## config.mk

```make
export PLATFORM = sky130hd
export DESIGN_NAME = gcd_mul
export DESIGN_NICKNAME = d
export VERILOG_FILES = /design/src/rtl/gcd_pkg.sv /design/src/rtl/gcd_mul.sv
export SDC_FILE = /design/constraint.sdc
export NUM_CORES = 2
export LEC_CHECK = 0
export CAP_MARGIN = 20
export CORE_UTILIZATION = 50
export DETAILED_ROUTE_END_ITERATION = 8
export DONT_BUFFER_PORTS = 1
export PLACE_DENSITY = 0.75
export SETUP_SLACK_MARGIN = 0.05
export SYNTH_ARGS = -nofsm -noshare
export SYNTH_HDL_FRONTEND = slang
export SYNTH_SLANG_ARGS = --single-unit
```

## constraint.sdc

```tcl
create_clock -name clk -period 14.9 [get_ports clk]
set_clock_uncertainty 0.05 [all_clocks]
set_input_delay 1.49 -clock clk [delete_from_list [all_inputs] [get_ports clk]]
set_output_delay 1.49 -clock clk [all_outputs]
set_load 0.01 [all_outputs]
```

## src/rtl/gcd_pkg.sv

```systemverilog
`default_nettype none
// ----------------------------------------------------------------------------
// gcd_pkg
// Shared types and constants of the great-circle distance pipeline:
// Q2.30 formats, CORDIC arctangent table and unit conversion constants.
// ----------------------------------------------------------------------------
package gcd_pkg;

	localparam int unsigned CW = 34;
	localparam int unsigned STEPS = 30;
	localparam int unsigned SQ_STEPS = 31;
	localparam int unsigned RAD_LAT = 3;
	localparam int unsigned MUL_LAT = 3;

	typedef logic signed [CW-1:0] cval_t;
	typedef logic [24:0] wdeg_t;
	typedef logic [30:0] q30u_t;
	typedef logic [27:0] dist_t;
	typedef logic [25:0] radius_t;

	localparam logic [31:0] PI_Q30 = 32'd3373259426;
	localparam q30u_t HALF_PI_Q30 = 31'd1686629713;
	localparam q30u_t ONE_Q30 = 31'd1073741824;
	localparam cval_t CORDIC_GAIN = 34'sd652032874;
	localparam logic [23:0] DEG90_Q16 = 24'd5898240;
	localparam logic [23:0] DEG180_Q16 = 24'd11796480;
	localparam logic [24:0] DEG360_Q16 = 25'd23592960;
	// pi in q30 split as 45 * PI_DIV45 + 26, 360 degrees in q16 is 45 * 2^19
	localparam logic [26:0] PI_DIV45 = 27'd74961320;
	localparam logic [4:0] PI_REM45 = 5'd26;
	localparam logic [30:0] RECIP45 = 31'd1527099484;
	localparam int unsigned RECIP45_SHIFT = 36;
	localparam radius_t RADIUS_RESET = 26'd6371000;

	localparam cval_t ATAN_Q30 [STEPS] = '{
		34'sd843314856, 34'sd497837829, 34'sd263043836, 34'sd133525158, 34'sd67021686,
		34'sd33543515, 34'sd16775850, 34'sd8388437, 34'sd4194282, 34'sd2097149,
		34'sd1048575, 34'sd524287, 34'sd262143, 34'sd131071, 34'sd65535,
		34'sd32767, 34'sd16383, 34'sd8191, 34'sd4095, 34'sd2047,
		34'sd1023, 34'sd511, 34'sd255, 34'sd127, 34'sd63,
		34'sd31, 34'sd15, 34'sd8, 34'sd4, 34'sd2
	};

endpackage
`default_nettype wire

```

## src/rtl/gcd_mul.sv

```systemverilog
`default_nettype none
// ----------------------------------------------------------------------------
// gcd_mul
// Signed q30 product, rounded to nearest with halves away from zero.
// Three stages: magnitudes, product, round and sign.
// ----------------------------------------------------------------------------
module gcd_mul import gcd_pkg::*; (
	input  logic  clk,
	input  logic  arst_n,
	input  logic  en,
	input  logic  vld_in,
	input  cval_t a,
	input  cval_t b,
	output logic  vld_out,
	output cval_t p
);

	logic        vld_s1, vld_s2, vld_s3;
	logic [31:0] ma_s1, mb_s1;
	logic        neg_s1, neg_s2;
	logic [63:0] prod_s2;
	cval_t       p_s3;
	cval_t       abs_a, abs_b;
	logic [63:0] rnd;

	always_ff @(posedge clk or negedge arst_n) begin
		if (!arst_n) begin
			vld_s1 <= 1'b0;
			vld_s2 <= 1'b0;
			vld_s3 <= 1'b0;
		end else if (en) begin
			vld_s1 <= vld_in;
			vld_s2 <= vld_s1;
			vld_s3 <= vld_s2;
		end
	end

	always_comb begin
		abs_a = a[CW-1] ? -a : a;
		abs_b = b[CW-1] ? -b : b;
		rnd   = prod_s2 + (64'(1) << 29);
	end

	always_ff @(posedge clk) begin
		if (en) begin
			ma_s1   <= abs_a[31:0];
			mb_s1   <= abs_b[31:0];
			neg_s1  <= a[CW-1] ^ b[CW-1];
			prod_s2 <= 64'(ma_s1) * 64'(mb_s1);
			neg_s2  <= neg_s1;
			p_s3    <= neg_s2 ? -cval_t'(rnd[63:30]) : cval_t'(rnd[63:30]);
		end
	end

	assign vld_out = vld_s3;
	assign p       = p_s3;

endmodule
`default_nettype wire

```

# Word level (Yosys, flattened, before mapping)
# Cells that the tools add are included.
# op_classes
addsub,4
n_mul,1
div,0
order_cmp,0
n_eq_ne,0
shift,0
muxes,3
bitwise_logic,1
reduce_logical,0
# ops
op,count
$add A64 B30 Y64 const B,1
$mul A32 B32 Y64,1
$mux W32,2
$neg A32 Y32,2
$mux W34,1
$neg A34 Y34,1
$xor A1 B1 Y1,1
# word_totals
regBits,167
latchBits,0
ram_bits,0
mem_bits_ro,0
in_bits,72
output_inout_bits,35
wordCells,18
n_memories,0

# Longest topological paths before layout
# depth
depth_word,3
mapped_depth,28
depth_no_buf,27

# Least setup slack after synthesis
# Ideal clock, no wire load.
# synth_timing
path_type,register to register
start,register mb_s1[8]
end,"register prod_s2[62], data pin"
setup_time_ns,0.262
arrival_time_ns,7.208
required_ns,14.588
slack_ns,7.379
path_stages_with_launch,23
n_path_buf,1
synth_period_minus_slack_ns,7.521
cell_sequence,edfxtp_1 > clkbuf_1 > and2_1 > fa_1 > fa_1 > inv_1 > fa_1 > fa_1 > inv_1 > fa_1 > fa_1 > fa_1 > fa_1 > ha_1 > a21o_1 > a211o_1 > a2111oi_0 > o22ai_1 > nor2_1 > o221ai_1 > o41ai_1 > o21bai_1 > xor2_1
# synth_between
elab_chain_cells,1
# synth_lines
element,line,text
from (decl),gcd_mul.sv:19,"logic [31:0] ma_s1, mb_s1;"
from (signal assigned),gcd_mul.sv:47,mb_s1 <= abs_b[31:0];
$mul A32 B32 Y64,gcd_mul.sv:49,prod_s2 <= 64'(ma_s1) * 64'(mb_s1);
to (signal assigned),gcd_mul.sv:49,
to (decl),gcd_mul.sv:21,logic [63:0] prod_s2;
# No other way between the ends.
# A chain may end at the register's enable or synchronous reset.

# Worst setup path after layout
# layout_timing
start,register ma_s1[8]
end,"register prod_s2[58], data pin"
# layout_between
elab_chain_cells,1
# layout_lines
element,line,text
from (decl),gcd_mul.sv:19,
from (signal assigned),gcd_mul.sv:46,ma_s1 <= abs_a[31:0];
$mul A32 B32 Y64,gcd_mul.sv:49,
# No other way between the ends.

==> flow_summary.toml <==
[drt]
vias = 28400
wl_met2_um = 47300
via_per_inst = 5.56
drc = 0
wl_met1_um = 40000
ant_nets = 0
first_iter_violations = 2265
wl_per_cell_um = 19.6
top_layer_used = "met4"
drt_pass1_iterations = 5
wl_met3_um = 9500
wirelength_um = 100000

[critical_path]
cp-start-kind = "register"
worstPathMaxFanout = 22
crit_path_end_kind = "register"
crit_type = "register to register"
crit_required_ns = 15.08
cp_data_arrival_time_ns = 9.04

[synth]
synthAdderAreaFrac_pct = 53.3
ys_ff_latch = 138
syn-num-nets = 5415
yosysTopAreaCell = "fa_1"
synth-seq-area-share_pct = 10.4
avgSynthCellArea_um2 = 9.52
synth_top_family_by_area = "adder cells"
synthArstFlopShare_pct = 2.17
syn_inst = 4184
synth-compound-area-share_pct = 4.54
yosys.area_share.simple_pct = 17.8
synth_cell_types = 68
yosys-top-cells-area = "fa_1, edfxtp_1, and2_1"
synth_ff_type = "edfxtp_1"
synth_area_um2 = 39800
synth_edf_count = 135
synth_top_area_share_pct = 45.0
synth-xor-area-share_pct = 3.47
synth_warnings = 0
synthMuxAreaShare_pct = 0.236

[timing]
period_share_pct = 59.5
hold_viol = 0
whs_ns = 0.392
worstMarginPinSlew_ns = 0.981
setup-tns-final_ns = 0
fmax_ghz = 0.113
finalCriticalPeriod_ns = 8.87
finalMaxSlewViolations = 0
relSlewSlack_pct = 32.9
rsz0062_at_grt = "false"
setup_violations = 0

[global_route]
grt_pass1_wl_um = 163000
grt-ovfl-total = 0
grt_max_degree = 139
antenna_found_initial = 2
grt_pass1_vias = 30200
grt_usage_pct = 25.9

[clock_tree]
clk_pin_slew_ns = 0.06
htreeDepth = 4
clk_latency_ns = 0.49
post-cts-setup-buffers = 0
tritoncts = "yes"
cts_resized = 0
clock_path_buffers = 2
root_buffer = "clkbuf_16"
hold_buffers = 0
numCtsBuffers = 17
cts_sinks = 138

[place]
dp_hpwl_um = 74500
place.gp.congestion = 0.947
dp.cells = 5082
portBuffers = 0

[floorplanning]
placementRows = 103
fp.coreArea_um2 = 78900
start_util_pct = 50.5
die_w_um = 284
ioPinCount = 107
fp.dieH_um = 284
die_area_um2 = 80800

[run]
maxCapViolCount = 0

[finish]
final_util_pct = 52.5
antennaDiodeCount = 0
nNetsFinal = 5282
stdcell_count = 5114
syn_to_final_growth_pct = 3.93
drive_gt1_share_pct = 3.15
fillers = 7057

[outcome]
status = "completed"

[min_path]
hold_path.class = "register to register"
[flip-flops by register name, summed over array words and instances (netlist names)]
register / cells
neg_s2: 1
vld_s2: 1
vld_out: 1
vld_s1: 1
mb_s1: 32
p: 34
neg_s1: 1
prod_s2: 35
ma_s1: 32
[metrics by stage]
step / cell area [um2] / setup slack, ns
6_report: 41400 / 6.03
5_1_grt: 41400 / 5.68
4_1_cts: 41400 / 6.10
3_5_place_dp: 40800 / 6.15
3_3_place_gp: 40800 / 6.21
2_1_floorplan: 39800 / 7.38
[synthesized netlist by cell type, drive strengths merged, types with 36 or more instances]
master	number
a21oi	60
and2	617
clkbuf	219
edfxtp	135
fa	895
ha	264
inv	878
nand2	490
nor2	60
o21ai	60
xnor2	122
xor2	36
[final timing paths]
path	slack, ns	endpoint	from	cells after the start
max	6.03	prod_s2[58]$_DFFE_PP_	ma_s1[8]$_DFFE_PP_	23
min	0.39	neg_s2$_DFFE_PP_	neg_s1$_DFFE_PP_	0
max reg2reg	6.03	prod_s2[58]$_DFFE_PP_	ma_s1[8]$_DFFE_PP_	23
min reg2reg	0.39	neg_s2$_DFFE_PP_	neg_s1$_DFFE_PP_	0
max in group asynchronous	14.08	vld_out$_DFFE_PN0P_	arst_n	0
min in group asynchronous	0.65	vld_s1$_DFFE_PN0P_	arst_n	0
[kinds of logic after synthesis]
kind of cell | Yosys count
adder cells (fa/ha/maj) | 1159
flip-flops | 138
AND/OR/NAND/NOR | 1349
buffers and inverters | 1099
XOR/XNOR | 158
multiplexers | 9
AO/OA/AOI/OAI | 272
[metal layers]
| metal | up-vias | track usage, % |
|---|---|---|
| li1 | 12300 | - |
| met3 | 247 | 4.93 |
| met5 | - | 0 |
| met1 | 14600 | 34.8 |
| met2 | 1331 | 42.0 |
| met4 | 0 | 9.07 |
[critical path: stages (launching register included)]
cell      delay [ns]
edfxtp_1        0.63
buf_4           0.35
and2_1          0.22
fa_1            0.53
inv_1           0.06
fa_1            0.48
inv_1           0.06
fa_1            0.48
fa_1            0.63
fa_1            0.52
fa_1            0.49
fa_1            0.55
fa_1            0.42
ha_1            0.41
nand2_1         0.14
nor4_1          0.57
a22oi_1         0.13
a221oi_1        0.32
buf_4           0.22
and2_1          0.23
nor3_1          0.08
nor3_1          0.63
a221oi_1        0.21
xnor2_1         0.16
[layout by cell type (no fill, tap or decap), types with 9 or more instances in the layout]
master	n
clkbuf_16	17
nor2_1	60
or2_2	10
or4_1	12
o21a_1	9
nand4_1	26
nor4_1	9
nand2_1	490
xnor2_1	122
fa_1	895
a31oi_1	12
edfxtp_1	135
and3_1	14
and2_1	617
a21oi_1	60
inv_1	878
nand3_1	29
ha_1	264
o31ai_1	23
xor2_1	36
buf_4	68
nor3_1	32
a21o_1	29
or3_1	15
o21ai_0	60
[area by class of cell]
type,instances,area (um2),area share (%)
sequential,138,4130,9.97
multi-input combinational,2947,31600,76.3
clock buffer,17,425,1.03
tap,1050,1310,3.17
clock inverter,15,141,0.342
inverter,878,3300,7.96
timing repair buffer,69,515,1.25
Power is not shown: default switching activity piles up to over one toggle a cycle in this logic, so the estimate is an artifact.
