`src/rtl/gcd_pkg.sv`:
```
`default_nettype none
// ----------------------------------------------------------------------------
// gcd_pkg
// Shared types and constants of the great-circle distance pipeline:
// Q2.30 formats, CORDIC arctangent table and unit conversion constants.
// ----------------------------------------------------------------------------
package gcd_pkg;

	localparam int unsigned CW = 34;
	localparam int unsigned STEPS = 30;
	localparam int unsigned SQ_STEPS = 31;
	localparam int unsigned RAD_LAT = 3;
	localparam int unsigned MUL_LAT = 3;

	typedef logic signed [CW-1:0] cval_t;
	typedef logic [24:0] wdeg_t;
	typedef logic [30:0] q30u_t;
	typedef logic [27:0] dist_t;
	typedef logic [25:0] radius_t;

	localparam logic [31:0] PI_Q30 = 32'd3373259426;
	localparam q30u_t HALF_PI_Q30 = 31'd1686629713;
	localparam q30u_t ONE_Q30 = 31'd1073741824;
	localparam cval_t CORDIC_GAIN = 34'sd652032874;
	localparam logic [23:0] DEG90_Q16 = 24'd5898240;
	localparam logic [23:0] DEG180_Q16 = 24'd11796480;
	localparam logic [24:0] DEG360_Q16 = 25'd23592960;
	// pi in q30 split as 45 * PI_DIV45 + 26, 360 degrees in q16 is 45 * 2^19
	localparam logic [26:0] PI_DIV45 = 27'd74961320;
	localparam logic [4:0] PI_REM45 = 5'd26;
	localparam logic [30:0] RECIP45 = 31'd1527099484;
	localparam int unsigned RECIP45_SHIFT = 36;
	localparam radius_t RADIUS_RESET = 26'd6371000;

	localparam cval_t ATAN_Q30 [STEPS] = '{
		34'sd843314856, 34'sd497837829, 34'sd263043836, 34'sd133525158, 34'sd67021686,
		34'sd33543515, 34'sd16775850, 34'sd8388437, 34'sd4194282, 34'sd2097149,
		34'sd1048575, 34'sd524287, 34'sd262143, 34'sd131071, 34'sd65535,
		34'sd32767, 34'sd16383, 34'sd8191, 34'sd4095, 34'sd2047,
		34'sd1023, 34'sd511, 34'sd255, 34'sd127, 34'sd63,
		34'sd31, 34'sd15, 34'sd8, 34'sd4, 34'sd2
	};

endpackage
`default_nettype wire

```
`src/rtl/gcd_rad.sv`:
```
`default_nettype none
// ----------------------------------------------------------------------------
// gcd_rad
// Degrees (q16; latitudes arrive doubled) to q30 radians of half the angle,
// rounded, then folded into the first quadrant. Three stages.
// ----------------------------------------------------------------------------
module gcd_rad import gcd_pkg::*; (
	input  logic  clk,
	input  logic  arst_n,
	input  logic  en,
	input  logic  vld_in,
	input  wdeg_t w,
	output logic  vld_out,
	output q30u_t r
);

	logic        vld_s1, vld_s2, vld_s3;
	logic [51:0] base_s1, base_s2;
	logic [29:0] x26_s1;
	logic [60:0] fprod_s2;
	q30u_t       r_s3;
	logic [52:0] sum;
	logic [31:0] rr;

	always_ff @(posedge clk or negedge arst_n) begin
		if (!arst_n) begin
			vld_s1 <= 1'b0;
			vld_s2 <= 1'b0;
			vld_s3 <= 1'b0;
		end else if (en) begin
			vld_s1 <= vld_in;
			vld_s2 <= vld_s1;
			vld_s3 <= vld_s2;
		end
	end

	// floor(x/45) by reciprocal, exact for x below 2^30
	always_ff @(posedge clk) begin
		if (en) begin
			base_s1  <= 52'(w) * 52'(PI_DIV45);
			x26_s1   <= 30'(w) * 30'(PI_REM45);
			base_s2  <= base_s1;
			fprod_s2 <= 61'(x26_s1) * 61'(RECIP45);
			r_s3     <= (rr > 32'(HALF_PI_Q30)) ? q30u_t'(PI_Q30 - rr) : q30u_t'(rr);
		end
	end

	always_comb begin
		sum = 53'(base_s2) + (53'(1) << 18) + 53'(fprod_s2[60:RECIP45_SHIFT]);
		rr  = sum[50:19];
	end

	assign vld_out = vld_s3;
	assign r       = r_s3;

endmodule
`default_nettype wire

```
`config.mk`:
```
export PLATFORM = sky130hd
export DESIGN_NAME = gcd_rad
export DESIGN_NICKNAME = d
export VERILOG_FILES = /design/src/rtl/gcd_pkg.sv /design/src/rtl/gcd_rad.sv
export SDC_FILE = /design/constraint.sdc
export NUM_CORES = 2
export LEC_CHECK = 0
export BUFFER_PORTS_ARGS = -buffer_cell sky130_fd_sc_hd__clkbuf_2
export CAP_MARGIN = 15
export CELL_PAD_IN_SITES_DETAIL_PLACEMENT = 1
export CELL_PAD_IN_SITES_GLOBAL_PLACEMENT = 1
export CORE_MARGIN = 2
export CORE_UTILIZATION = 45
export CTS_BUF_LIST = sky130_fd_sc_hd__clkbuf_16
export DETAILED_ROUTE_END_ITERATION = 8
export PLACE_DENSITY_LB_ADDON = 0.2
export REMOVE_ABC_BUFFERS = 1
export SYNTH_ARGS = -nofsm -noshare
export SYNTH_HDL_FRONTEND = slang
export SYNTH_SLANG_ARGS = --single-unit
```
`constraint.sdc`:
```
create_clock -name clk -period 12.1 [get_ports clk]
set_clock_uncertainty 0.05 [all_clocks]
set_input_delay 1.21 -clock clk [delete_from_list [all_inputs] [get_ports clk]]
set_output_delay 1.21 -clock clk [all_outputs]
set_load 0.1 [all_outputs]
```
---- Word level (Yosys, flattened, before mapping) ----
Cells that the tools add are included.
storage, ports and cells
  word-level logic and storage cells ...... 16
  output and inout port bits .............. 32
  flip-flop bits (word level) ............. 217
cells by class
  multiply operators ...................... 3
  $add $sub $neg .......................... 3
  mux-type cells .......................... 1
  magnitude comparators ................... 1
operators with widths
  operator                                               number
  multiplier 29 x 29 -> 58 bit (second input constant)   1
  adder 51 x 19 -> 51 bit (second input constant)        1
  adder 51 x 25 -> 51 bit                                1
  multiplier 25 x 24 -> 48 bit (second input constant)   1
  > comparator 32 x 31 -> 1 bit (second input constant)  1
  2-to-1 mux 31 bit                                      1
  subtractor 31 bit (first input constant)               1
  multiplier 25 x 4 -> 29 bit (second input constant)    1

---- Logic depth before layout (Yosys ltp) ----
  word-level depth ........................ 4
  mapped depth ............................ 28
  mapped depth without buffers ............ 28

---- Worst setup path after synthesis ----
OpenSTA, ideal clock, no wires.
  path type ............................... input port to flip-flop
  start point ............................. input port w[5]
  end point ............................... register base_s1[49] (data pin)
  setup slack ............................. 4.466 ns
  data arrival time ....................... 7.323 ns
  required time ........................... 11.789 ns
  stages .................................. 23
  cells stage by stage .................... inv_1 fa_1 inv_1 fa_1 fa_1 inv_1 fa_1 inv_1 fa_1 fa_1 inv_1 fa_1 inv_1 ha_1 nand4_1 nor3_1 a21oi_1 a21oi_1 a311oi_1 nor3_1 a41o_1 o21bai_1 o311a_1
on the way
  cells in the longest elaborated chain, start to end .. 1
ends and longest elaborated chain
  what                          line           RTL
  start: declaration            gcd_rad.sv:12  input wdeg_t w,
  multiplier 25 x 24 -> 48 bit  gcd_rad.sv:40  base_s1 <= 52'(w) * 52'(PI_DIV45);
  end signal: assignment        gcd_rad.sv:40
  end: declaration              gcd_rad.sv:18  logic [51:0] base_s1, base_s2;
No other way between the ends.
A chain may end at the register's enable or synchronous reset.

---- Worst setup path after layout ----
  start point ............................. register x26_s1[8]
  end point ............................... register fprod_s2[60] (data pin)
on the way
  cells in the longest elaborated chain, start to end .. 1
ends and longest elaborated chain
  what                          line           RTL
  start: declaration            gcd_rad.sv:19  logic [29:0] x26_s1;
  start signal: assignment      gcd_rad.sv:41  x26_s1 <= 30'(w) * 30'(PI_REM45);
  multiplier 29 x 29 -> 58 bit  gcd_rad.sv:43  fprod_s2 <= 61'(x26_s1) * 61'(RECIP45);
  end signal: assignment        gcd_rad.sv:43
  end: declaration              gcd_rad.sv:20  logic [60:0] fprod_s2;
No other way between the ends.

==> reports/metrics.csv <==
stage,metric,value,unit
route,drt-initial-drc-count,988,
setup_path,r2r.worst_path.cells,25,
synth,synth_ff_type,edfxtp_1,
route,viasPerCell,5.25,
global_route,grt_first_pass_wirelength,150,mm
die,dieArea,76200,µm²
setup_path,crit_arrival,8.91,ns
setup_path,worst-setup-path-type,register to register,
setup_path,reg2reg_slack,3.33,ns
placed_design,dp_hpwl,87.1,mm
finish,seq_area,5330,µm²
die,core_area,73100,µm²
run_status,status,finished clean,
global_route,antenna_found_initial,0,
setup_path,path_depth,25,
clocking,cts_tree,yes,
clocking,cts_sinks,178,
finish,nets,4437,
clocking,clkSlewWorstSetupHoldPaths,0.08,ns
clocking,postCtsSetupBuffers,0,
setup_path,timing.rr.start,x26_s1[8]$_DFFE_PP_,
timing,setup_viol,0,
route,postRouteAntennaNets,0,
clocking,cts_buffer_depth,2,
synth,synth_area_per_cell,10.6,µm²
synth,ys_types,64,
timing,hold_viol_final,0,
global_route,grt_max_degree,64,
clocking,cts-resized-gates,0,
finish,fill_cells,8100,
die,start_util,0.456,
synth,synth-edff-count,175,
timing,rsz0062_at_grt,false,
synth,syn-cell-area,33300,µm²
die,fp.dieW,276,µm
timing,hold-worst-slack,0.376,ns
timing,fmax,0.114,GHz
finish,synthToLayoutAreaGrowth,6.40,%
route,finalWirelength,96.2,mm
setup_path,worstPathRequired,12.25,ns
route,route.detailed.drc,0,
route,drt_pre_antenna_iters,5,
setup_path,startpoint_type,register,
synth,yosys.area_share.adder,0.574,
timing,fin_crit,8.77,ns
die,io_pins,61,
die,die_h,276,µm
synth,async_flop_share,0.0169,
clocking,clock_latency,0.47,ns
setup_path,path_buf_inv,5,
global_route,grt_pass1_vias,25167,
setup_path,cp_max_fo,6,
setup_path,rr_endpoint,fprod_s2[60]$_DFFE_PP_,
global_route,overflow,0,
timing,tightest_slew,1.12,ns
synth,synthSimpleGateAreaFrac,0.0487,
setup_path,critical_path.top_delay_family,adder cells,
synth,synth_cells,3148,
synth,synth_xor_area_frac,0.0373,
setup_path,crit_end,fprod_s2[60]$_DFFE_PP_,
finish,diodes,0,
setup_path,crit_path_top_delay_cell,fa_1,
synth,muxShareOfSynthArea,0.00101,
synth,synth_compound_area_frac,0.0703,
setup_path,end_kind,register,
finish,final_area,35400,µm²
timing,maxSlewHeadroom,0.244,
min_path,hp-class,register to register,
finish,drive_above_1_share,0.0346,
synth,synth-warning-count,0,
synth,ys_seq_area_frac,0.160,
clocking,cts_inserted_buffers,17,
finish,multi_input_area,24400,µm²
placed_design,place_area,34800,µm²
finish,final_cell_mix,"951 x inv_1, 620 x ha_1, 568 x fa_1, 175 x edfxtp_1, 106 x a21oi_1",
clocking,cts_root_buf,clkbuf_16,
placed_design,io_buffers,60,
finish,layout_commonest_cell,inv_1,
global_route,grt_use_total,0.260,
placed_design,gp_congestion,0.957,
clocking,h-tree-depth,4,
timing,slew_violations,0,
setup_path,cp_common_cell,fa_1,
setup_path,startpoint,x26_s1[8]$_DFFE_PP_,
route,dr_total_vias,22021,
setup_path,cp_slowest_stage_delay,0.60,ns
synth,synth_top_family_by_area,adder cells,
timing,fin_crit_sh,0.724,
timing,fin_setup_tns,0,ns
die,core.rowCount,99,
synth,synth-seq-cells,178,
route,drt-wirelength-per-cell,22.9,µm
clocking,cts-hold-fix-buffers,0,
flow_run,max-cap-violations,0,
## cell usage after synthesis (all sizes together) (3+ instances only)
cell	instances	area share
inv	951	0.11
ha	620	0.23
fa	568	0.34
edfxtp	175	0.16
a21oi	106	0.016
xnor2	101	0.027
nor2	92	0.010
a21o	63	0.014
nand2	56	0.0063
o21ai	55	0.0083
xor2	41	0.011
nor3	34	0.0051
nand3	24	0.0036
nor2b	20	0.0038
nand2b	19	0.0036
nand4	17	0.0032
o21a	16	0.0036
and3	15	0.0028
a211oi	13	0.0029
and2	13	0.0024
o21bai	12	0.0027
or3	12	0.0023
a31oi	9	0.0017
clkbuf	7	0.00079
o2111ai	7	0.0018
o31ai	7	0.0016
a2111oi	6	0.0021
a211o	6	0.0016
a31o	6	0.0016
a21boi	5	0.0011
and4	5	0.0013
o211ai	5	0.0011
a22o	4	0.0011
a311oi	4	0.0011
nor4	4	0.0011
or4	4	0.00090
a22oi	3	0.00068
buf	3	0.00060
dfrtp	3	0.0023
mux2	3	0.0010
o311ai	3	0.00079
o31a	3	0.00079
o41ai	3	0.00079
## layout make-up
cell class                 instances  share of cell area
clock inverter                    15             0.00628
clock buffer                      17              0.0120
sequential                       178               0.150
tap                              959              0.0338
inverter                         951               0.101
timing repair buffer              63             0.00928
multi-input combinational       2009               0.688
## registers in the layout (all words and copies together) (netlist names)
name	count
r	31
base_s2	48
vld_s2	1
fprod_s2	22
x26_s1	29
vld_s1	1
vld_out	1
base_s1	45
## kinds of logic (layout without fill, tap and decap cells)
| logic type | after synthesis | after routing |
|---|---|---|
| AOI/OAI and AO/OA | 353 | 353 |
| xor gates and xnor gates | 142 | 142 |
| adders and majority gates | 1188 | 1188 |
| and+or+nand+nor | 323 | 323 |
| DFF | 178 | 178 |
| buffers and inverters | 961 | 1046 |
| muxes | 3 | 3 |
## through the flow
stage	instances	setup slack [ns]	utilization
final	4192	3.33	0.485
after CTS	4192	3.29	0.485
after global placement	4159	2.72	0.476
after floorplan	3138	4.47	-
after global routing	4192	2.83	0.485
after detailed placement	4160	3.07	0.476
## how the worst min path moves through the flow
| stage | start | end | slack [ns] | cells after the start |
|---|---|---|---|---|
| detailed placement | base_s1[33]$_DFFE_PP_ | base_s2[33]$_DFFE_PP_ | 0.36 | 0 |
| CTS | base_s1[33]$_DFFE_PP_ | base_s2[33]$_DFFE_PP_ | 0.38 | 0 |
| finish | base_s1[33]$_DFFE_PP_ | base_s2[33]$_DFFE_PP_ | 0.38 | 0 |
| global route | base_s1[33]$_DFFE_PP_ | base_s2[33]$_DFFE_PP_ | 0.38 | 0 |
| floorplan | base_s1[10]$_DFFE_PP_ | base_s2[10]$_DFFE_PP_ | 0.35 | 0 |
| global placement | base_s1[46]$_DFFE_PP_ | base_s2[46]$_DFFE_PP_ | 0.36 | 0 |
## metal layers
layer  track usage  vias to the layer above  part of all wire  wire length (µm)
li1              -                    10132                 -                 -
met1         0.348                    11492              0.45             43500
met2         0.457                      316              0.50             48200
met3        0.0237                       81             0.027              2550
met4        0.0577                        0             0.020              1940
met5             0                        -                 0                 0
Power is left out: the tool's default activity adds up to more than one toggle a clock period on the data nets, which glitch-free logic cannot reach.
