===== src/rtl/gcd_pkg.sv =====
`default_nettype none
// ----------------------------------------------------------------------------
// gcd_pkg
// Shared types and constants of the great-circle distance pipeline:
// Q2.30 formats, CORDIC arctangent table and unit conversion constants.
// ----------------------------------------------------------------------------
package gcd_pkg;

	localparam int unsigned CW = 34;
	localparam int unsigned STEPS = 30;
	localparam int unsigned SQ_STEPS = 31;
	localparam int unsigned RAD_LAT = 3;
	localparam int unsigned MUL_LAT = 3;

	typedef logic signed [CW-1:0] cval_t;
	typedef logic [24:0] wdeg_t;
	typedef logic [30:0] q30u_t;
	typedef logic [27:0] dist_t;
	typedef logic [25:0] radius_t;

	localparam logic [31:0] PI_Q30 = 32'd3373259426;
	localparam q30u_t HALF_PI_Q30 = 31'd1686629713;
	localparam q30u_t ONE_Q30 = 31'd1073741824;
	localparam cval_t CORDIC_GAIN = 34'sd652032874;
	localparam logic [23:0] DEG90_Q16 = 24'd5898240;
	localparam logic [23:0] DEG180_Q16 = 24'd11796480;
	localparam logic [24:0] DEG360_Q16 = 25'd23592960;
	// pi in q30 split as 45 * PI_DIV45 + 26, 360 degrees in q16 is 45 * 2^19
	localparam logic [26:0] PI_DIV45 = 27'd74961320;
	localparam logic [4:0] PI_REM45 = 5'd26;
	localparam logic [30:0] RECIP45 = 31'd1527099484;
	localparam int unsigned RECIP45_SHIFT = 36;
	localparam radius_t RADIUS_RESET = 26'd6371000;

	localparam cval_t ATAN_Q30 [STEPS] = '{
		34'sd843314856, 34'sd497837829, 34'sd263043836, 34'sd133525158, 34'sd67021686,
		34'sd33543515, 34'sd16775850, 34'sd8388437, 34'sd4194282, 34'sd2097149,
		34'sd1048575, 34'sd524287, 34'sd262143, 34'sd131071, 34'sd65535,
		34'sd32767, 34'sd16383, 34'sd8191, 34'sd4095, 34'sd2047,
		34'sd1023, 34'sd511, 34'sd255, 34'sd127, 34'sd63,
		34'sd31, 34'sd15, 34'sd8, 34'sd4, 34'sd2
	};

endpackage
`default_nettype wire


===== src/rtl/gcd_skid.sv =====
`default_nettype none
// ----------------------------------------------------------------------------
// gcd_skid
// Two-entry output buffer. The room flag comes from a register, so the
// pipeline stall does not depend combinationally on the receiver.
// ----------------------------------------------------------------------------
module gcd_skid import gcd_pkg::*; (
	input  logic  clk,
	input  logic  arst_n,
	input  logic  push,
	input  dist_t push_data,
	input  logic  take,
	output logic  vld,
	output dist_t data,
	output logic  room
);

	dist_t      mem_q [2];
	logic       wp_q, rp_q;
	logic [1:0] cnt_q;
	logic       pop;

	assign vld  = (cnt_q != 2'd0);
	assign pop  = vld && take;
	assign room = (cnt_q != 2'd2);
	assign data = mem_q[rp_q];

	always_ff @(posedge clk or negedge arst_n) begin
		if (!arst_n) begin
			wp_q  <= 1'b0;
			rp_q  <= 1'b0;
			cnt_q <= 2'd0;
		end else begin
			if (push) begin
				wp_q <= ~wp_q;
			end
			if (pop) begin
				rp_q <= ~rp_q;
			end
			cnt_q <= cnt_q + 2'(push) - 2'(pop);
		end
	end

	always_ff @(posedge clk) begin
		if (push) begin
			mem_q[wp_q] <= push_data;
		end
	end

endmodule
`default_nettype wire


===== config.mk =====
export PLATFORM = sky130hd
export DESIGN_NAME = gcd_skid
export DESIGN_NICKNAME = d
export VERILOG_FILES = /design/src/rtl/gcd_pkg.sv /design/src/rtl/gcd_skid.sv
export SDC_FILE = /design/constraint.sdc
export NUM_CORES = 1
export LEC_CHECK = 0
export BUFFER_PORTS_ARGS = -buffer_cell sky130_fd_sc_hd__buf_2
export CAP_MARGIN = 20
export CORE_ASPECT_RATIO = 1.1
export CORE_UTILIZATION = 57
export CTS_BUF_LIST = sky130_fd_sc_hd__clkbuf_4 sky130_fd_sc_hd__clkbuf_8
export CTS_CLUSTER_DIAMETER = 100
export DETAILED_ROUTE_END_ITERATION = 8
export GPL_TIMING_DRIVEN = 0
export PLACE_DENSITY = 0.95
export SYNTH_ARGS = -nofsm -noshare
export SYNTH_HDL_FRONTEND = slang
export SYNTH_SLANG_ARGS = --single-unit
export TNS_END_PERCENT = 30

===== constraint.sdc =====
create_clock -name clk -period 4.8 [get_ports clk]
set_clock_uncertainty 0.15 [all_clocks]
set_input_delay 0.24 -clock clk [delete_from_list [all_inputs] [get_ports clk]]
set_output_delay 0.24 -clock clk [all_outputs]
set_load 0.03 [all_outputs]

# == After elaboration in Yosys (flattened, before gate mapping) ==
# Memories as Yosys holds them, arrays and structs flattened.
# Cells that the tools add are included.
# totals
reg_bits,4
output_inout_bits,30
ram_bits,56
mem_bits_ro,0
memories,1
word_cells,13
inputBits,32
latchBits,0
# classes
shifts,0
n_reduce_logical,2
muxes,2
eq_ne,1
div_mod_pow,0
order_cmp,0
bitwise,2
addsub,2
n_mul,0
# memory_table
memory,words,word_bits,rd,rd_clocked_by_memory_dff,wr,line_no,text
mem_q,2,28,1,0,1,gcd_skid.sv:18,dist_t mem_q [2];
# ops
op,n
$add A2 B1 Y2,1
$mux W1,2
$ne A2 B2 Y1 const B,1
$not A1 Y1,2
$reduce_bool A2 Y1,1
$sub A2 B1 Y2,1
$logic_and A1 B1 Y1,1

# == Logic depth before layout (Yosys ltp) ==
# Gate-level depths: netlist of the first run.
# logic_depth
depth_word,3
ltp_mapped,6
ltp_nobuf,6

# == Worst setup path before layout of the first run ==
# Ideal clock, no wire load.
# synth_path
path_type,flip-flop to flip-flop
startpoint,register wp_q
endpoint,"memory mem_q[0][0] (netlist bit), enable pin"
setup_ns,0.416
synth_period_minus_slack_ns,2.232
required_time_ns,4.234
n_path_buf,0
arrival_ns,1.666
path_stages_with_launch,2
path_slack_ns,2.568
path_cell_list,dfrtp_1 nor2b_1
# synth_lines
item,line_no,text
start: declaration,gcd_skid.sv:19,"logic wp_q, rp_q;"
start signal: assignment,gcd_skid.sv:35,wp_q <= ~wp_q;
end: declaration,gcd_skid.sv:18,
# No word-level cell before the write port.

# == Worst setup path in the final report of the first run ==
# layout_path
startpoint,register rp_q
endpoint,output data[8]
# layout_via
elab_chain_len,1
# layout_rtl
item,line_no,text
start: declaration,gcd_skid.sv:19,
start signal: assignment,gcd_skid.sv:38,rp_q <= ~rp_q;
$mem_v2 Z2 W28,n/a,
end: declaration,gcd_skid.sv:14,"output dist_t data,"
# No other way between the ends.

==> results of run 1 <==
[power by group through the flow]
stage	Clock (mW)	Sequential (mW)	Combinational (mW)
floorplan	0	0.736	0.532
global placement	0	0.741	0.670
detailed placement	0	0.746	0.718
CTS	0.484	0.736	0.743
global route	0.513	0.748	0.788
finish	0.481	0.739	0.750
[cells in the mapped netlist]
| cell type | instances |
|---|---|
| sky130_fd_sc_hd__or2_2 | 1 |
| sky130_fd_sc_hd__mux2_4 | 10 |
| sky130_fd_sc_hd__buf_6 | 1 |
| sky130_fd_sc_hd__inv_1 | 2 |
| sky130_fd_sc_hd__buf_8 | 1 |
| sky130_fd_sc_hd__nand2_1 | 1 |
| sky130_fd_sc_hd__buf_4 | 1 |
| sky130_fd_sc_hd__edfxtp_1 | 56 |
| sky130_fd_sc_hd__o21a_1 | 1 |
| sky130_fd_sc_hd__and2_1 | 1 |
| sky130_fd_sc_hd__ha_1 | 2 |
| sky130_fd_sc_hd__xnor2_1 | 2 |
| sky130_fd_sc_hd__dfrtp_1 | 4 |
| sky130_fd_sc_hd__xor2_1 | 2 |
| sky130_fd_sc_hd__nor2b_1 | 1 |
| sky130_fd_sc_hd__mux2_2 | 18 |
[stage by stage]
step	util [%]	power (mW)	hold WS, ns
5_1_grt	86.4	2.05	0.0883
4_1_cts	86.4	1.96	0.0815
6_report	86.4	1.97	0.0921
3_5_place_dp	72.5	1.46	-0.0989
2_1_floorplan	-	1.27	-0.206
3_3_place_gp	70.9	1.41	-0.106
[worst min path at each step]
stage | endpoint | cells past startpoint | slack (ns) | from
after floorplan | cnt_q[0]$_DFF_PN0_ | 0 | -0.21 | arst_n
after global placement | cnt_q[0]$_DFF_PN0_ | 1 | -0.11 | arst_n
after detailed placement | cnt_q[0]$_DFF_PN0_ | 1 | -0.1 | arst_n
after CTS | cnt_q[0]$_DFF_PN0_ | 2 | 0.08 | arst_n
after global routing | wp_q$_DFFE_PN0P_ | 2 | 0.09 | arst_n
final | wp_q$_DFFE_PN0P_ | 2 | 0.09 | arst_n
[area by class of cell]
cell class                 count  area [um2]  area share, %
clock inverter                 7        91.3           2.85
timing repair buffer          93         661           20.6
tap                           50        62.6           1.95
sequential                    60        1780           55.6
multi-input combinational     39         445           13.9
clock buffer                   9         124           3.86
inverter                       2        7.51          0.234
buffer                         3        33.8           1.05
[placed cells by master (no fill, tap or decap), drive strengths merged]
cell type and n:
nor2b 1, inv 2, clkbuf 9, ha 2
dfrtp 4, xor2 2, and2 1, o21a 1
clkinvlp 3, mux2 28, bufinv 2, edfxtp 56
buf 66, or2 1, nand2 1, dlygate4sd3 30
clkinv 2, xnor2 2
[per-layer routing]
layer | part of all wire, % | vias up | global-route usage (%)
met1 | 36 | 618 | 22.3
met3 | 5.8 | 15 | 8.00
met5 | 0 | - | 0
met4 | 3.2 | 0 | 15.4
li1 | - | 608 | -
met2 | 55 | 61 | 43.7
[what timing repair did]
item                                    in CTS  in global routing
endpoints found under the hold margin       61                  0
endpoints found under the setup margin       0                  0
hold buffers                                30                  0
[worst max-delay path, stage by stage (launching register included)]
cell                      delay (ns)
sky130_fd_sc_hd__dfrtp_1        0.38
sky130_fd_sc_hd__buf_6          0.17
sky130_fd_sc_hd__buf_8          0.17
sky130_fd_sc_hd__mux2_4         0.30
sky130_fd_sc_hd__buf_2          0.18
[state kept, by name (all words and copies together), names as in the netlist]
register / cells
cnt_q: 2
mem_q: 56
rp_q: 1
wp_q: 1
[cell families after synthesis]
kind of cell,Yosys count
AND/OR/NAND/NOR,4
adder cells (fa/ha/maj),2
AO/OA/AOI/OAI,1
XOR/XNOR,4
flip-flops,60
buffers and inverters,5
multiplexers,28
==> run summary, run 1 <==
The vertical extent of the die was 68.1 um. Setup repair after global routing left no endpoint under its margin. In the finished design, the share of the clock period the worst path needs comes to 39.8%. The total area inside the core boundary comes to 0.00371 mm2. CTS placed an instance of sky130_fd_sc_hd__clkbuf_8 at the clock tree root. The tools report the part of the power in combinational logic as 38.1%. The routed design has 4420 um of wire.

The tools report the number of maximum-capacitance constraint violations as 0. The worst register-to-register path has a setup slack of 3.03 ns. Worst hold path class: in -> async. The number of flip-flops and latches in the synthesized netlist was 60; the cell count of the worst reg-to-reg path was 6.

The die covers 0.00423 mm2. The routed layout has 1302 vias. The startpoint identified for the worst register-to-register timing path is cnt_q[1]$_DFF_PN0_. The tools report the post-synthesis sequential area ratio as 78.6%.

The adder-cell share of the synthesized area was 1.10%. In this run the static leakage power is 1.28 nW. The logs give 56.7% for the relative slew slack and 3 for the total number of H-tree levels. The complex-gate fraction of the synthesized area works out to 0.331%. Dividing total power by cell area gives a power density of 614 mW/mm2. Number of endpoints with negative hold slack in the final report: 0. At the pin with the least slew margin, the transition time is 0.646 ns. The run gives 0.32 ns as the later-pin clock latency in the skew report. STA classifies the critical path endpoint as an output pin. The total overflow left after global routing is 0. For this design the total switching power over the nets is 0.676 mW. Number of global-route vias before repair: 1443. Before antenna repair, the detailed router went through 4 iterations.

The number of buffers between clock root and the deepest sink came out at 2. Synthesized instance count: 104. The number of remaining DRC errors is 0, and the global routing usage summed across all routing layers is 23.4%. Antenna diode count: 0. Each instance of the synthesized netlist takes up on average 21.8 um2. TritonCTS built the clock tree.

The worst path needs 1.91 ns of the cycle, external delays included. In this run, CTS created clock tree buffers numbering 9. The clock net in this run drives a total of 60 sinks. The largest net degree at the start of global routing came out at 20.

After synthesis, the largest family of logic cells by area is multiplexers. The number of distinct library cells after synthesis was 16. The tools report the share of power burned in registers as 37.5%.

The first global-routing pass estimated 6740 um of wire. The switching share of total power was 34.3%; the number of nets in the synthesized netlist was 138. In the post-synthesis netlist, the biggest area contributors are sky130_fd_sc_hd__edfxtp_1 (74%), sky130_fd_sc_hd__mux2_2 (8.9%), sky130_fd_sc_hd__mux2_4 (6.6%). Post-CTS timing repair inserted 0 buffers for setup.

OpenSTA, run right after detailed placement, puts the worst setup slack at 3.17 ns. Derived from the worst setup path, the maximum achievable clock frequency is 0.524 GHz. DRC marker count from the first detailed-route iteration: 33. The die is 62.1 um wide. Once the clock tree was built, the resizer swapped 0 gates to a different size.

Half-perimeter wire length after placement: 2470 um. The tools report the initial antenna violation count as 0. The final weighted congestion in routability-driven placement was 0.692.

In this run the worst setup path begins at rp_q$_DFFE_PN0P_. The area growth from synthesis to layout is 41.5%. The top-level port count came out at 62. The tools report the number of pins exceeding their max-slew limit in the final report as 0.

The run gives 1.29 mW as the internal power contribution. The total negative slack was 0 ns. In this run the critical register-to-register path is captured at cnt_q[1]$_DFF_PN0_. In this run the worst path has a maximum fanout of 10. The number of nets in the final layout was 242.

The clock network is responsible for 24.4% of the overall power. The CTS clock-pin slew for the worst setup and hold paths was 0.07 ns; the portion of synthesized cell area occupied by the leading cell type was 74.2%. The effective utilization at floorplan was 61.0%.

Setup violations remaining at the end of the flow were counted as 0. VDD sags by at most 0.000499 V. The critical path is of the reg -> out type. After detailed placement, the design holds a cell count of 217. The final-layout fill cell count is 170, and the critical path arrival is 1.52 ns. The count of input and output buffers was 61; the data required time of the critical path was 4.41 ns. The largest total area in the synthesized netlist belongs to sky130_fd_sc_hd__edfxtp_1. The finished layout holds 263 standard cells, fillers aside. Across all setup checks in the final design, the least slack found is 2.89 ns. Launching element type of the critical path: a flop. The critical path capture point is data[8]. During synthesis, Yosys emitted a total of 0 warnings. After detailed routing, the number of vias per cell comes to 4.95. The run finished with clean final reports. The wire length per cell after detailed routing came out at 16.8 um. After Yosys synthesis, XOR and XNOR cells account for 1.55% of the synthesized area. In this run the remaining antenna-violating nets after routing total 0. The synthesized netlist devotes 0.994% of its cell area to simple gates. The synthesized netlist occupies a cell area of 0.00227 mm2.

Once placement finished, the instance area stood at 0.00269 mm2. For the post-layout instance area, the log shows 0.00321 mm2. In the final layout, the share of cells above drive strength 1 is 52.1%. Row generation in the floorplan step produced 23 rows.

The multiplexer fraction of the synthesized cell area is 15.6%.
Power figures use the tool's default switching activity.
==> run 2, diff against run 1 <==
CORE_UTILIZATION = 53   (was 57)
PLACE_DENSITY = 0.91   (was 0.95)
clock period = 1.9 ns   (was 4.8 ns; I/O delays follow)
==> run 2 against run 1 <==
Critical path depth unchanged. Wire length down 5.1%. Total power up 140%. Cell count up 1.1%. Non-clock buffer count up 2. Worst setup slack worse by 2.7 ns. Via count down 0.92%. Global-route usage down 2.8 points. Clock power up 95%. Flip-flop and latch count unchanged. Sequential share of layout area up 0.75 points. Critical path type unchanged. Critical endpoint is now data[15]. Largest power group is now sequential cells.
==> run summary, run 2 (synthesized netlist as in run 1, its figures left out) <==
For the number of setup violations in the final report, the log shows 0 (unchanged). The tools report the placement row count as 24 (+4.3%). Largest net degree at the start of global routing: 22 (+10%). The total negative slack was 0 ns (unchanged); the slack of the worst reg-to-reg path was 0.16 ns (-2.87 ns). The library cell used most frequently in the layout, excluding fill and tap cells, is sky130_fd_sc_hd__buf_2. The cell area power density is 1470 mW/mm2 (+140%).

The number of buffers between clock root and the deepest sink is 2 (unchanged), and the number of remaining DRC errors is 0 (unchanged). The post-route total power was 4.67 mW (+140%). The largest registers in the layout are mem_q x56, cnt_q x2. The static leakage power is 1.27 nW (-0.83%), and the placed instance count is 219 (+0.92%).

The tools report the number of vias in the routed layout as 1290 (-0.92%). The run gives 0 (unchanged) as the antenna diode count. Final wirelength: 4190 um (-5.1%). The total clock buffers created by CTS is 9 (unchanged), and the standard cell core area is 0.00402 mm2 (+8.4%).

The worst hold path belongs to the class in -> reg. The tools report the launching element type of the critical path as a flop. For the data required time of the critical path, the log shows 1.65 ns (-2.76 ns). The root buffer selected by CTS was sky130_fd_sc_hd__clkbuf_8. The tools report the share of the core filled with cells in the final layout as 78.6% (-7.7 points).

The terminus of the critical flop-to-flop path is cnt_q[1]$_DFF_PN0_. Half-perimeter wire length after placement: 2450 um (-0.62%). The fraction of layout cells with a size suffix above 1 was 50.9% (-1.2 points).

Instance area at placement: 0.00268 mm2 (-0.51%). The initial antenna violation count is 0 (unchanged), and the cell count of the worst reg-to-reg path is 6 (unchanged). Setup repair after global routing left no endpoint under its margin. The number of global-route vias before repair is 1462 (+1.3%). STA classifies the critical path endpoint as an output pin. Most heavily used metal layer in global routing: met2.

Relative slew slack: 62.5% (+5.8 points). The run gives 0 (unchanged) as the remaining antenna violation count after routing. The run gives 0.00316 mm2 (-1.3%) as the post-layout instance area. For the smallest hold slack, the log shows 0.346 ns (+0.254 ns). The effective utilization at floorplan is 56.3% (-4.7 points), and the floorplan die area is 0.00454 mm2 (+7.3%). The run gives -0.0201 ns (-3.19 ns) as the pre-CTS worst setup slack.

The final weighted congestion in routability-driven placement was 0.639 (-7.7%); the vertical extent of the die was 70.6 um (+3.6%). The shortest clock period the worst path allows after layout came out at 1.75 ns. The run finished with clean final reports. The critical path starts at rp_q$_DFFE_PN0P_. The run gives 3 (unchanged) as the total number of H-tree levels. Based on the critical path, the design can be clocked at up to 0.570 GHz.

The tools report the largest vdd supply drop as 0.00106 V (+110%). For the number of buffers added for setup after CTS, the log shows 0 (unchanged). TritonCTS built the clock tree. The die boundary width came out at 64.3 um (+3.6%). The worst register-to-register path begins at cnt_q[0]$_DFF_PN0_.

The tools report the wire length of the first global-routing pass as 6640 um (-1.5%). The logs give 244 (+0.83%) for the number of nets in the final layout and 0 (unchanged) for the remaining global-route overflow. The register with the most flip-flops in the final layout is mem_q. The global routing usage summed across all routing layers was 20.6% (-2.8 points). In this run the worst setup path terminates at data[15]. The slew at the pin closest to its max-slew limit was 0.561 ns (-0.0858 ns). The logs give 60 (unchanged) for the TritonCTS sink count and 1.51 ns (about the same) for the critical path arrival.

The run gives 0.32 ns (about the same) as the later-pin clock latency in the skew report. Non-filler instance count after layout: 266 (+1.1%). Leaving out fill and tap cells, the most frequent cells in the layout are sky130_fd_sc_hd__buf_2 (61), sky130_fd_sc_hd__edfxtp_1 (56), sky130_fd_sc_hd__dlygate4sd3_1 (32), sky130_fd_sc_hd__mux2_2 (18), sky130_fd_sc_hd__mux2_4 (10). The run gives 0 (unchanged) as the number of maximum-capacitance constraint violations. The worst setup margin is 0.147 ns (-2.74 ns), and the number of flip-flops under the largest register name is 56 (unchanged). For the top-level port count, the log shows 62 (unchanged). Relative to the synthesized area, the layout overhead comes to 39.6%.

Maximum fanout count along the critical path: 10 (unchanged). The tools report the met2 demand-to-capacity share in global routing as 38.5% (-5.2 points). The CTS clock-pin slew for the worst setup and hold paths was 0.06 ns (about the same). The worst setup path is of the reg -> out kind. The via density per instance is 4.85 (-2.0%).

The run gives 30 (-9.1%) as the DRC marker count from the first detailed-route iteration. The portion of the clock cycle consumed by the worst path in the final layout works out to 92.3%. For the length of the first detailed-routing pass in iterations, the log shows 2 (-2).

The wire length per cell after detailed routing works out to 15.8 um (-6.1%). The count of input and output buffers is 61 (unchanged). The met1 track demand over resource is 21.0% (-1.3 points), and the number of pins exceeding their max-slew limit in the final report is 0 (unchanged). The logs give 5.00% (-3.0 points) for the met3 global-route usage and 0 (unchanged) for the number of endpoints with negative hold slack in the final report.
run 2: layout make-up:
cell class,count,area [um2]
multi-input combinational,39,450
tap,52,65.1
clock inverter,3,15.0
timing repair buffer,95,664
sequential,60,1780
buffer,3,33.8
inverter,2,7.51
clock buffer,12,146
fill,239,860
run 2: how the worst min path moves through the flow:
stage / start / to / slack (ns) / cells past startpoint
after detailed placement: arst_n / cnt_q[1]$_DFF_PN0_ / -0.24 / 1
after global placement: arst_n / cnt_q[0]$_DFF_PN0_ / -0.25 / 1
final: push_data[26] / mem_q[0][26]$_DFFE_PP_ / 0.35 / 2
after floorplan: arst_n / cnt_q[0]$_DFF_PN0_ / -0.35 / 0
after CTS: push_data[1] / mem_q[0][1]$_DFFE_PP_ / 0.33 / 2
after global routing: push_data[21] / mem_q[0][21]$_DFFE_PP_ / 0.35 / 2
run 2: what timing repair did:
item                       in CTS  in global routing
gates resized for setup         1                  0
hold endpoints to repair       63                  0
setup endpoints to repair      11                  0
hold buffers                   32                  0
run 2: worst max-delay path: stages, from the launching register on:
cell and delay [ns]:
sky130_fd_sc_hd__dfrtp_1 0.36, sky130_fd_sc_hd__buf_6 0.16, sky130_fd_sc_hd__buf_8 0.17, sky130_fd_sc_hd__mux2_4 0.31, sky130_fd_sc_hd__buf_2 0.18
run 2: per-layer routing:
| metal | vias to the layer above | wire length (um) | share of wire [%] |
|---|---|---|---|
| li1 | 612 | - | - |
| met1 | 627 | 1620 | 39 |
| met2 | 46 | 2350 | 56 |
| met3 | 5 | 171 | 4.1 |
| met4 | 0 | 48 | 1.1 |
| met5 | - | 0 | 0 |
run 2: where the power goes:
group	leakage, nW	switching (mW)	internal, mW	total (mW)
sequential	0.572	0.102	1.77	1.87
clock	0.0818	0.435	0.500	0.936
combinational	0.617	1.10	0.757	1.86
==> run 3, diff against run 2 <==
BUFFER_PORTS_ARGS = -buffer_cell sky130_fd_sc_hd__clkbuf_2   (was -buffer_cell sky130_fd_sc_hd__buf_2)
==> run 3 against run 2 <==
Clock power up 10%. Maximum frequency decreased by 3.2%. Critical path depth increased by 2. Worst setup slack lost 0.057 ns.
==> run summary, run 3 (synthesized netlist as in run 1, its figures left out) <==
The flow ran to the end, and the final reports show no timing, DRC or antenna violations. The area growth from synthesis to layout is 40.5%. The run gives 0 (unchanged) as the number of endpoints with negative hold slack in the final report. The smallest hold slack is 0.353 ns (+0.00690 ns). In the final layout, the registers with the most flip-flops are mem_q x56, cnt_q x2. The top-level port count is 62 (unchanged). The critical path arrival is 1.88 ns (+0.37 ns), and the floorplan die area is 0.00454 mm2 (unchanged). The wire length of the first global-routing pass was 6560 um (-1.2%); the static leakage power was 1.29 nW (+1.7%). Remaining global-route overflow: 0 (unchanged). The cell count of the worst reg-to-reg path was 6 (unchanged).

The placement row count was 24 (unchanged). The most flop-heavy register was mem_q. The slew at the pin closest to its max-slew limit is 0.551 ns (-0.00918 ns), and the number of vias in the routed layout is 1297 (+0.54%). The number of flip-flops under the largest register name was 56 (unchanged).

For the post-layout instance area, the log shows 0.00318 mm2 (+0.63%). The net load switching power was 1.67 mW (+1.6%); the worst setup margin was 0.0895 ns (-0.0571 ns). For the initial antenna violation count, the log shows 0 (unchanged). The worst hold path terminates at mem_q[0][26]$_DFFE_PP_. The cell depth of the worst min-delay path is 2 (unchanged). The internal power contribution is 3.10 mW (+2.7%), and the post-route total power is 4.77 mW (+2.3%). The tools report the data required time of the critical path as 1.97 ns (+0.32 ns).

Most common library cell in the layout ignoring fill and taps: sky130_fd_sc_hd__clkbuf_2. The effective utilization at floorplan is 56.3% (unchanged), and the later-pin clock latency in the skew report is 0.32 ns (about the same). Via density per instance: 4.86 (+0.17%).

The run gives 0.000999 V (-6.1%) as the largest vdd supply drop. For the half-perimeter wire length after placement, the log shows 2400 um (-2.0%). The tools report the global routing usage summed across all routing layers as 20.6% (about the same).

The fmax came out at 0.552 GHz (-3.2%). The logs give 267 (+0.38%) for the non-filler instance count after layout and 0 (unchanged) for the number of remaining DRC errors. The kind of capture point of the worst setup path is a flop.

The portion of the clock cycle consumed by the worst path in the final layout was 95.3% (+3.0 points); the total number of H-tree levels was 3 (unchanged). For the number of buffers added for setup after CTS, the log shows 0 (unchanged). For the number of buffers between clock root and the deepest sink, the log shows 2 (unchanged). Setup repair after global routing left no endpoint under its margin. The run gives 4 (+2) as the length of the first detailed-routing pass in iterations. For the total clock buffers created by CTS, the log shows 9 (unchanged).

The tools report the launch point of the worst hold path as push_data[26]. The vertical extent of the die is 70.6 um (unchanged). The fraction of layout cells with a size suffix above 1 was 50.2% (-0.70 points).

The run gives 1416 (-3.1%) as the number of global-route vias before repair. The number of pins exceeding their max-slew limit in the final report is 0 (unchanged). Count of input and output buffers: 61 (unchanged).

The run gives 450 um2 (unchanged) as the multi-input logic area. The startpoint identified for the worst register-to-register timing path is cnt_q[1]$_DFF_PN0_. Leaving out fill and tap cells, the most frequent cells in the layout are sky130_fd_sc_hd__clkbuf_2 (61), sky130_fd_sc_hd__edfxtp_1 (56), sky130_fd_sc_hd__dlygate4sd3_1 (32), sky130_fd_sc_hd__mux2_2 (18), sky130_fd_sc_hd__mux2_4 (10). The TritonCTS sink count was 60 (unchanged). The die boundary width was 64.3 um (unchanged). The launching element type of the critical path was a flop. For the final wirelength, the log shows 4240 um (+1.2%).

The wire length per cell after detailed routing was 15.9 um (+0.86%). The number of maximum-capacitance constraint violations was 0 (unchanged). The worst setup path is of the reg -> reg kind. The worst hold path class is in -> reg.

The relative slew slack was 63.2% (+0.61 points); the shortest clock period the worst path allows after layout was 1.81 ns (+0.0571 ns). The CTS clock-pin slew for the worst setup and hold paths is 0.06 ns (about the same). The total negative slack was 0 ns (unchanged). The part of the total power dissipated in the clock network was 21.6% (+1.5 points). Maximum fanout count along the critical path: 4 (-6).

For the number of setup violations in the final report, the log shows 0 (unchanged). The DRC marker count from the first detailed-route iteration is 25 (-17%), and the placed instance count is 219 (unchanged). The remaining antenna violation count after routing is 0 (unchanged). TritonCTS built the clock tree.

The slack of the worst reg-to-reg path is 0.09 ns (-0.07 ns). The pre-CTS worst setup slack was -0.0157 ns (+0.00447 ns); the switching share of total power was 34.9% (-0.25 points). The antenna diode count was 0 (unchanged). The logs give 39.1% (-1.0 points) for the share of power burned in registers and 0.00402 mm2 (unchanged) for the standard cell core area. For the number of nets in the final layout, the log shows 244 (unchanged).

The logs give 0.00268 mm2 (unchanged) for the instance area at placement and 236 (-1.3%) for the final-layout fill cell count. The cell sitting at the root of the clock tree is a sky130_fd_sc_hd__clkbuf_8. The final weighted congestion in routability-driven placement was 0.637 (-0.23%). The tools report the part of the power in combinational logic as 39.3% (-0.6 points). The total area of sequential cells was 0.00178 mm2 (unchanged); the cell area power density was 1500 mW/mm2 (+1.6%).

Largest net degree at the start of global routing: 22 (unchanged). The tools report the terminus of the critical flop-to-flop path as cnt_q[1]$_DFF_PN0_. The run gives 79.1% (+0.50 points) as the share of the core filled with cells in the final layout.
## run 3: cell types whose count changed in the layout (fill, tap and decap cells not counted)
cell	change
sky130_fd_sc_hd__buf_2	-61
sky130_fd_sc_hd__clkbuf_2	+61
sky130_fd_sc_hd__clkbuf_4	-3
sky130_fd_sc_hd__clkinv_1	+2
sky130_fd_sc_hd__bufinv_16	+1
sky130_fd_sc_hd__clkinv_2	+1
## run 3: worst max-delay path, stage by stage (launching register included)
cell,delay (ns)
sky130_fd_sc_hd__dfrtp_1,0.43
sky130_fd_sc_hd__o21a_1,0.22
sky130_fd_sc_hd__ha_1,0.30
sky130_fd_sc_hd__inv_1,0.05
sky130_fd_sc_hd__ha_1,0.20
sky130_fd_sc_hd__xnor2_1,0.14
sky130_fd_sc_hd__xnor2_1,0.22
## run 3: worst max-delay path by stage
stage | cells after the start | slack (ns) | start | endpoint
4_1_cts | 4 | 0.14 | rp_q$_DFFE_PN0P_ | data[14]
2_1_floorplan | 1 | 0.19 | wp_q$_DFFE_PN0P_ | mem_q[0][0]$_DFFE_PP_
3_3_place_gp | 1 | -0.12 | wp_q$_DFFE_PN0P_ | mem_q[0][16]$_DFFE_PP_
3_5_place_dp | 2 | -0.02 | wp_q$_DFFE_PN0P_ | mem_q[0][9]$_DFFE_PP_
6_report | 6 | 0.09 | cnt_q[1]$_DFF_PN0_ | cnt_q[1]$_DFF_PN0_
5_1_grt | 6 | 0.04 | cnt_q[1]$_DFF_PN0_ | cnt_q[1]$_DFF_PN0_
## run 3: cell type report
class / instances / share of cell area, %
tap: 52 / 2.04
buffer: 3 / 1.06
multi-input combinational: 39 / 14.1
sequential: 60 / 56.0
clock inverter: 7 / 1.81
inverter: 2 / 0.236
clock buffer: 9 / 3.89
timing repair buffer: 95 / 20.9
## run 3: power groups by stage
stage                     clock, mW  combinational (mW)  sequential [mW]
final                          1.03                1.88             1.87
after global routing           1.10                1.98             1.89
after CTS                      1.06                1.87             1.86
after detailed placement          0                1.81             1.88
after global placement            0                1.70             1.87
after floorplan                   0                1.35             1.86
## run 3: repair_timing
action	CTS	global route
gates resized for setup	1	0
hold buffers	32	0
endpoints found under the setup margin	11	0
hold endpoints to repair	63	0
## run 3: per-layer routing
layer / up-vias / GRT usage, % / share of wire [%]
met2: 56 / 37.3 / 55
li1: 615 / - / -
met3: 12 / 6.13 / 5.8
met1: 614 / 20.9 / 36
met4: 0 / 11.4 / 2.8
met5: - / 0 / 0
